--- src/design/fbo_pkg.sv ---
// Shared types and constants for the frustum box outside test.
`timescale 1ns / 1ps

package fbo_pkg;

  localparam int CoordW   = 32;
  localparam int ProdW    = 2 * CoordW;
  // Ten Q32.32 terms of at most 63 magnitude bits each never exceed 68 signed bits.
  localparam int AccW     = ProdW + 4;
  localparam int NumCols  = 5;
  localparam int NumRows  = 3;
  localparam int NumCoef  = NumRows * NumCols;
  localparam int NumAxes  = 3;
  localparam int NumPlanes = 4;
  localparam int NumCorners = 8;
  localparam int CfgIdxW  = 3;
  localparam int CfgDataW = 64;
  localparam int CoefIdxW = $clog2(NumCoef);
  localparam int TransShift = 16;

  // Matrix rows and columns.
  localparam int RowX = 0;
  localparam int RowY = 1;
  localparam int RowW = 2;
  localparam int ColW = 3;
  localparam int ColT = 4;

  // Register index of the w-row translation term; lower indices hold pairs.
  localparam logic [CfgIdxW-1:0] CfgIdxTrans = 3'd7;
  localparam logic [CoefIdxW-1:0] CoefTrans = CoefIdxW'(NumCoef - 1);

  typedef logic signed [CoordW-1:0] coef_t;
  typedef coef_t coef_arr_t [NumCoef];

  typedef struct packed {
    logic                     box_unbounded;
    logic signed [CoordW-1:0] min_x;
    logic signed [CoordW-1:0] min_y;
    logic signed [CoordW-1:0] min_z;
    logic signed [CoordW-1:0] max_x;
    logic signed [CoordW-1:0] max_y;
    logic signed [CoordW-1:0] max_z;
    logic signed [CoordW-1:0] box_w;
  } box_t;

  typedef struct packed {
    logic outside;
  } result_t;

endpackage

--- src/design/fbo_cfg_regs.sv ---
// Clip matrix coefficient registers behind the configuration write port.
`timescale 1ns / 1ps

module fbo_cfg_regs (
  input  logic                           clk,
  input  logic                           rst_n,
  input  logic                           cfg_we,
  input  logic [fbo_pkg::CfgIdxW-1:0]    cfg_index,
  input  logic [fbo_pkg::CfgDataW-1:0]   cfg_data,
  output fbo_pkg::coef_arr_t             coef
);

  fbo_pkg::coef_arr_t coef_r;

  always_ff @(posedge clk) begin
    if (!rst_n) begin
      for (int i = 0; i < fbo_pkg::NumCoef; i++) begin
        coef_r[i] <= '0;
      end
    end else if (cfg_we) begin
      case (cfg_index)
        fbo_pkg::CfgIdxTrans: begin
          coef_r[fbo_pkg::CoefTrans] <= cfg_data[fbo_pkg::CoordW-1:0];
        end
        default: begin
          // A pair register holds the even coefficient low and the odd one high.
          coef_r[{cfg_index, 1'b0}] <= cfg_data[fbo_pkg::CoordW-1:0];
          coef_r[{cfg_index, 1'b1}] <= cfg_data[fbo_pkg::CfgDataW-1:fbo_pkg::CoordW];
        end
      endcase
    end
  end

  assign coef = coef_r;

endmodule

--- config.mk ---
export PLATFORM = sky130hd
export DESIGN_NAME = fbo_cfg_regs
export DESIGN_NICKNAME = d
export VERILOG_FILES = /design/src/design/fbo_pkg.sv /design/src/design/fbo_cfg_regs.sv
export SDC_FILE = /design/constraint.sdc
export NUM_CORES = 1
export LEC_CHECK = 0
export BUFFER_PORTS_ARGS = -buffer_cell sky130_fd_sc_hd__buf_2
export CAP_MARGIN = 20
export CORE_AREA = 8 8 210 212
export CTS_BUF_LIST = sky130_fd_sc_hd__clkbuf_2 sky130_fd_sc_hd__clkbuf_4 sky130_fd_sc_hd__clkbuf_8
export CTS_CLUSTER_SIZE = 16
export DETAILED_ROUTE_END_ITERATION = 6
export DIE_AREA = 0 0 218 220
export PLACE_DENSITY = 0.72
export SLEW_MARGIN = 20
export SYNTH_ARGS = -nofsm -noshare
export SYNTH_HDL_FRONTEND = slang
export SYNTH_SLANG_ARGS = --single-unit
--- constraint.sdc ---
create_clock -name clk -period 2.7 [get_ports clk]
set_input_delay 0.405 -clock clk [delete_from_list [all_inputs] [get_ports clk]]
set_output_delay 0.405 -clock clk [all_outputs]
set_load 0.005 [all_outputs]
# == Yosys cells after proc, flatten, opt, wreduce, memory -nomap -nowiden ==
# Index checks and enable logic that the tools add are counted.
# op_classes
addsub,0
mul,0
div,0
order_cmp,4
n_eq_ne,1
shifts,0
n_mux,7
n_bitwise,3
reduce_logical,3
# op_table
op,count
480-bit bitwise mux,2
32-bit demux with 4-bit select,2
32-bit 2-to-1 mux,3
"5-bit >= comparator, second input constant",2
"5-bit by 1-bit < comparator with 1-bit output, second input constant",2
4-bit NOT with 5-bit output,2
"3-bit equality test, second input constant",1
1-bit logical AND,2
2-bit AND reduction,1
1-bit NOT,1
# word_totals
regBits,480
latchBits,0
mem_bits_rw,0
rom_bits,0
elab_cells,33
n_memories,0

# == Longest topological paths before layout ==
# Gate-level depths: netlist (run 1).
# depth
depth_word,8
depth_mapped,6
mapped_depth_nobuf,2

# == Worst setup path before layout (run 1) ==
# OpenSTA, ideal clock, no wires.
# synth_timing
path_type,input -> register
startpoint,in cfg_index[0] (netlist bit)
endpoint,"reg coef_r, in the netlist coef[448]"
setup_ns,0.072
arrival_ns,1.200
t_required_ns,2.628
path_slack_ns,1.428
cell_stages,4
path_buffers,2
cell_sequence,nor4b_4 > buf_8 > buf_12 > mux2i_1
# synth_between
elab_chain_len,7
word_cells_on_any_way,17
cone_classes,4 x order compare; 1 x eq/ne; 6 x mux; 3 x bitwise; 3 x reduce/logical
# synth_rtl
element,line_no,text
start: declaration,fbo_cfg_regs.sv:8,"input logic [fbo_pkg::CfgIdxW-1:0] cfg_index,"
4-bit NOT with 5-bit output (not written as such),fbo_cfg_regs.sv:27,"coef_r[{cfg_index, 1'b0}] <= cfg_data[fbo_pkg::CoordW-1:0];"
5-bit >= comparator (not written as such) / 5-bit by 1-bit < comparator with 1-bit output (equally long branches),fbo_cfg_regs.sv:27,
1-bit logical AND (not written as such),fbo_cfg_regs.sv:27,
32-bit 2-to-1 mux (not written as such),fbo_cfg_regs.sv:27,
32-bit demux with 4-bit select,fbo_cfg_regs.sv:27,
480-bit bitwise mux,fbo_cfg_regs.sv:27,
480-bit bitwise mux,fbo_cfg_regs.sv:28,"coef_r[{cfg_index, 1'b1}] <= cfg_data[fbo_pkg::CfgDataW-1:fbo_pkg::CoordW];"
end signal: indexed assignment,fbo_cfg_regs.sv:23,coef_r[fbo_pkg::CoefTrans] <= cfg_data[fbo_pkg::CoordW-1:0];
end signal: indexed assignment,fbo_cfg_regs.sv:27,
end signal: indexed assignment,fbo_cfg_regs.sv:28,
end: declaration,fbo_cfg_regs.sv:13,fbo_pkg::coef_arr_t coef_r;
# Parallel ways exist; a longest one is shown, timed or not.
# A chain may end at the register's enable or synchronous reset.

# == Final worst setup path (run 1) ==
# layout_timing
startpoint,"reg coef_r, in the netlist coef[466]"
endpoint,out coef[466] (netlist bit)
# layout_lines
element,line_no,text
end: declaration,fbo_cfg_regs.sv:10,output fbo_pkg::coef_arr_t coef
# No word-level cell between the ends.

==> impl_metrics.ini, run 1 <==
[synthesis]
avgSynthCellArea_sq_um = 10.72
ys_seq_elements = 480
synth_top_area_share_pct = 55.16
ys_seq_area_share_pct = 55.16
synth_area_sq_um = 17420
synth_cell_types = 14
synth.largest_area_cell = dfxtp_1
yosysWarnings = 0
synthCells = 1625
syn-num-nets = 1695
synth_area_leaders = dfxtp_1, mux2i_1, nand2_1

[route]
drt-initial-drc-count = 859
wl_met1_microns = 22480
drt-total-wl_microns = 54740
avgRoutedWirePerCell_microns = 19.79
vias_per_cell = 4.967
num_vias = 13740
top_layer = met5
dr_wl_met2_microns = 25720
dr_wl_met3_microns = 4941
drt-pass1-iter-count = 5
detail-route-antenna-nets = 0
drcViolationCount = 0

[floorplan]
pin_count = 550
core_area_sq_um = 40550
die-area_sq_um = 47960
rows = 74
die_h_microns = 220
chipWidth_microns = 218
start_util_pct = 42.96

[setup_path]
r2r_setup_slack_ps = 2040
crit_type = register to primary output
cp.arrival_ps = 1160
cp_slowest_cell = dfxtp_1
slowest_delay_ps = 390
r2r_end = coef[46]$_SDFFE_PN0P_
worstPathRequired_ps = 2300
cp_top_family = flip-flops
timing.rr.start = coef[46]$_SDFFE_PN0P_
worstPathBufferInverterCount = 1
reg2reg_depth = 2
end_kind = primary output
worstPathCellList = buf_2
startpoint_type = register
crit_path_max_fanout = 2

[place]
gp_congestion = 0.8216
port_buffers = 549
dp_hpwl_microns = 37800

[layout]
areaGrowthSynthToFinish_pct = 26.78
fillers = 3554
regArea_sq_um = 9609
largest_reg_flops = 480
multiInputGateArea_sq_um = 7000
drive_gt1_share_pct = 32.51
final_nets = 2247

[clocking]
clkTransAtPathRegs_ps = 70
cts_buffers = 78
cts_tree = built
clk_latency_ps = 590
post_cts_buffers = 0
ctsRootBufferMaster = clkbuf_8
cts-resized-gates = 0
cts.sinks = 480
htreeDepth = 3
clk_path_buf_depth = 3
hold_buffers = 0

[grt]
grt_max_degree = 77
grt.overflow.total = 0
antenna_found_initial = 2
grtUsageTotal_pct = 21.55
grt_first_pass_wirelength_microns = 81910
first_global_vias = 14190

[timing]
worst_pin_slew_ps = 977.5
holdWs_ps = 208.9
finalCritPeriodShare_pct = 57.98
fmax_mhz = 638.8
hold_violations = 0
max-slew-margin-rel_pct = 34.71
skew_ps = 0
slew_violations = 0
setup_tns_ps = 0
setup_violations = 0
rsz0062_at_grt = no
fin_crit_ps = 1565

[power_and_ir_drop]
power_w = 0.01488
power_leakage_nw = 12.52
powerDensity_nw_per_um2 = 673.5
ir_drop_mv = 0.4317

[flow_run]
maxCapViolations = 0

[hold_path]
min_path_cells = 3
hold_class = primary input to register
hold_start = cfg_data[32]
min_to = coef[352]$_SDFFE_PN0P_

[outcome]
status = completed
==> power breakdown <==
group | leakage, nW | switching [W] | total [W] | internal, W
sequential | 3.88 | 0.0000870 | 0.00733 | 0.00724
combinational | 7.76 | 0.000568 | 0.000914 | 0.000347
clock | 0.874 | 0.00283 | 0.00663 | 0.00380
==> how the worst max path moves through the flow <==
stage                                start                endpoint  slack (ps)  cells after the start
floorplan                     cfg_index[0]  coef[448]$_SDFFE_PN0P_        1430                      4
global placement                    cfg_we   coef[14]$_SDFFE_PN0P_         800                      3
detailed placement                  cfg_we   coef[17]$_SDFFE_PN0P_         760                      3
CTS                 coef[466]$_SDFFE_PN0P_               coef[466]        1080                      1
global route        coef[466]$_SDFFE_PN0P_               coef[466]        1080                      1
finish              coef[466]$_SDFFE_PN0P_               coef[466]        1130                      1
==> cells in the final DEF, fill, tap and decap left out <==
cell        netlist  layout
buf_2            35     548
nand2_1         544     544
mux2i_1         480     480
dfxtp_1         480     480
clkbuf_8          0      94
clkbuf_4          0      27
buf_4             6      26
buf_12            6      10
clkinv_2          0       8
clkinvlp_4        0       4
nand4bb_4         0       3
nand4b_1          3       3
bufinv_16         0       3
diode_2           0       1
nor4b_4           1       1
nand4_4           0       1
buf_8             1       1
==> logic make-up (layout without fill, tap and decap cells) <==
| logic type | count (synthesis) | after routing | synth area share [%] |
|---|---|---|---|
| DFF | 480 | 480 | 55.16 |
| buffers and inverters | 113 | 721 | 4.991 |
| and+or+nand+nor | 552 | 552 | 12.27 |
| other | 0 | 1 | 0 |
| muxes | 480 | 480 | 27.58 |
==> metal layers <==
layer	vias to the layer above	track usage [%]
met5	-	0
met4	4	8.150
met3	113	7.391
met2	550	35.86
met1	6594	25.46
li1	6477	-
==> worst reg2reg max path, delay by kind of cell, from the launching register on <==
family	cells	cell delay, ps
flops	1	360
mux	1	160
simple gates	1	60
==> through the flow <==
| step | setup WS (ps) | instances | util, % | area (sq um) |
|---|---|---|---|---|
| 3_3_place_gp | 802.4 | 2629 | 50.37 | 20430 |
| 5_1_grt | 1077 | 2765 | 54.46 | 22080 |
| 4_1_cts | 1079 | 2765 | 54.46 | 22080 |
| 6_report | 1135 | 2766 | 54.46 | 22090 |
| 2_1_floorplan | 1428 | 1625 | - | 17420 |
| 3_5_place_dp | 760.0 | 2629 | 50.37 | 20430 |
==> cells in the mapped netlist (all sizes together) <==
library cell / instances
mux2i: 480
buf: 89
nand4: 1
nand4b: 3
clkbuf: 24
nor4b: 1
nand2: 544
nand4bb: 3
dfxtp: 480
==> area by class of cell <==
cell class	instances	area share, %
diodes	1	0.01133
clock buffers	121	6.775
clock inverters	15	0.7251
multi-input cells	1032	31.69
flip-flops and latches	480	43.51
well taps	532	3.014
repair buffers	585	14.28
Power figures use the tool's default switching activity.
==> inputs of run 2 (changes only) <==
CORE_AREA = 8 8 206 208   (was 8 8 210 212)
DIE_AREA = 0 0 214 216   (was 0 0 218 220)
PLACE_DENSITY = 0.77   (was 0.72)
clock period = 1.3 ns   (was 2.7 ns; I/O delays follow)
==> run 2 against run 1 <==
The run now ends with negative setup slack left. Register-to-register slack got worse by 1900 ps. Critical path depth did not move. Sequential share of layout area fell by 5.6 points. Routed wire length rose by 34%. Design area rose by 22%. Worst setup slack got worse by 1200 ps. Via count rose by 18%. Count of clock-buffer cells in the layout rose by 1. Critical endpoint is now coef[112]. Largest power group unchanged.
==> impl_metrics.ini, run 2 (synthesized netlist as in run 1, its figures left out) <==
[clocking]
ctsRootBufferMaster = clkbuf_8
cts_tree = built
clk_path_buf_depth = 3
cts_buffers = 78
cts.sinks = 480
htreeDepth = 3
clk_latency_ps = 610
clkTransAtPathRegs_ps = 70

[floorplan]
die_h_microns = 216
start_util_pct = 44.46
core_area_sq_um = 39180
die-area_sq_um = 46220
pin_count = 550
rows = 73
chipWidth_microns = 214

[layout]
drive_gt1_share_pct = 56.83
areaGrowthSynthToFinish_pct = 54.65
largest_reg_flops = 480
layout_commonest_cell = nand2_1
multiInputGateArea_sq_um = 7000
fillers = 2340
stdcell_area_sq_um = 26940
utilization_pct = 68.76
final_cell_mix = nand2_1, mux2i_1, dfxtp_2
antenna_cells = 0
final_nets = 2463
regArea_sq_um = 10220

[hold_path]
hold_class = primary input to register

[setup_path]
end_kind = primary output
cp.arrival_ps = 1150
crit_type = register to primary output
slowest_delay_ps = 390
crit_path_max_fanout = 2
cp_top_family = flip-flops
worstPathBufferInverterCount = 1
worstPathCellList = buf_6
cp_slowest_cell = dfxtp_2
startpoint_type = register
worstPathRequired_ps = 1110

[timing]
skew_ps = 0
setup_violations = 15
rsz0062_at_grt = yes
fin_crit_ps = 1343
hold_violations = 0
holdWs_ps = 41.61
fmax_mhz = 744.8
max-slew-margin-rel_pct = 69.61
setup_tns_ps = -150.8
fin_ws_ps = -42.64
worst_pin_slew_ps = 454.8
finalCritPeriodShare_pct = 103.3
slew_violations = 0

[outcome]
status = finished, violations left
violations = negative setup slack

[place]
gp_congestion = 0.8249
dp_hpwl_microns = 41620
dp_slack_ps = -111.7
port_buffers = 549
dpl_cell_area_sq_um = 21080

[route]
vias_per_cell = 5.447
drt-pass1-iter-count = 5
num_vias = 16180
drt-initial-drc-count = 1448
detail-route-antenna-nets = 0
drt-total-wl_microns = 73330
avgRoutedWirePerCell_microns = 24.68
drcViolationCount = 0

[grt]
grt.overflow.total = 0
first_global_vias = 16230
antenna_found_initial = 0
grtUsageTotal_pct = 26.74
grt_max_degree = 43
grt_first_pass_wirelength_microns = 97910

[power_and_ir_drop]
power_leakage_nw = 14.18
powerDensity_nw_per_um2 = 1194
ir_drop_mv = 1.009

[flow_run]
maxCapViolations = 0
-- run 2: report_power, final --
group          leakage [nW]  internal [W]  switching [W]
Combinational          9.20       0.00127        0.00142
Sequential             4.12        0.0151       0.000271
Clock                 0.864       0.00776        0.00635
-- run 2: area by class of cell --
| type | instances | share of cell area [%] |
|---|---|---|
| repair buffers | 801 | 27.62 |
| clock buffers | 122 | 5.605 |
| clock inverters | 11 | 0.4365 |
| well taps | 525 | 2.438 |
| multi-input cells | 1032 | 25.98 |
| flip-flops and latches | 480 | 37.92 |
-- run 2: metal layers --
layer	share of wire (%)	GRT usage (%)
met3	9.8	8.825
met5	0	0
met4	5.6	13.74
met1	36	29.31
met2	49	45.84
-- run 2: worst paths after layout --
| kind | startpoint | endpoint | slack (ps) | depth (start not counted) |
|---|---|---|---|---|
| setup / recovery | coef[112]$_SDFFE_PN0P_ | coef[112] | -40 | 1 |
| hold / removal | cfg_data[38] | coef[102]$_SDFFE_PN0P_ | 40 | 3 |
| setup reg to reg | coef[287]$_SDFFE_PN0P_ | coef[287]$_SDFFE_PN0P_ | 130 | 3 |
| hold reg to reg | coef[396]$_SDFFE_PN0P_ | coef[396]$_SDFFE_PN0P_ | 450 | 2 |
-- run 2: stage by stage --
step	std cells	total power [W]
2_1_floorplan	1625	0.01656
3_3_place_gp	2680	0.01757
3_5_place_dp	2680	0.01762
4_1_cts	2886	0.03154
5_1_grt	2971	0.03308
6_report	2971	0.03218
-- run 2: what timing repair did --
item,4_1_cts,5_1_grt
gates resized for setup,757,109
hold endpoints to repair,134,0
hold buffers,28,0
buffers inserted,45,85
endpoints found under the setup margin,477,411
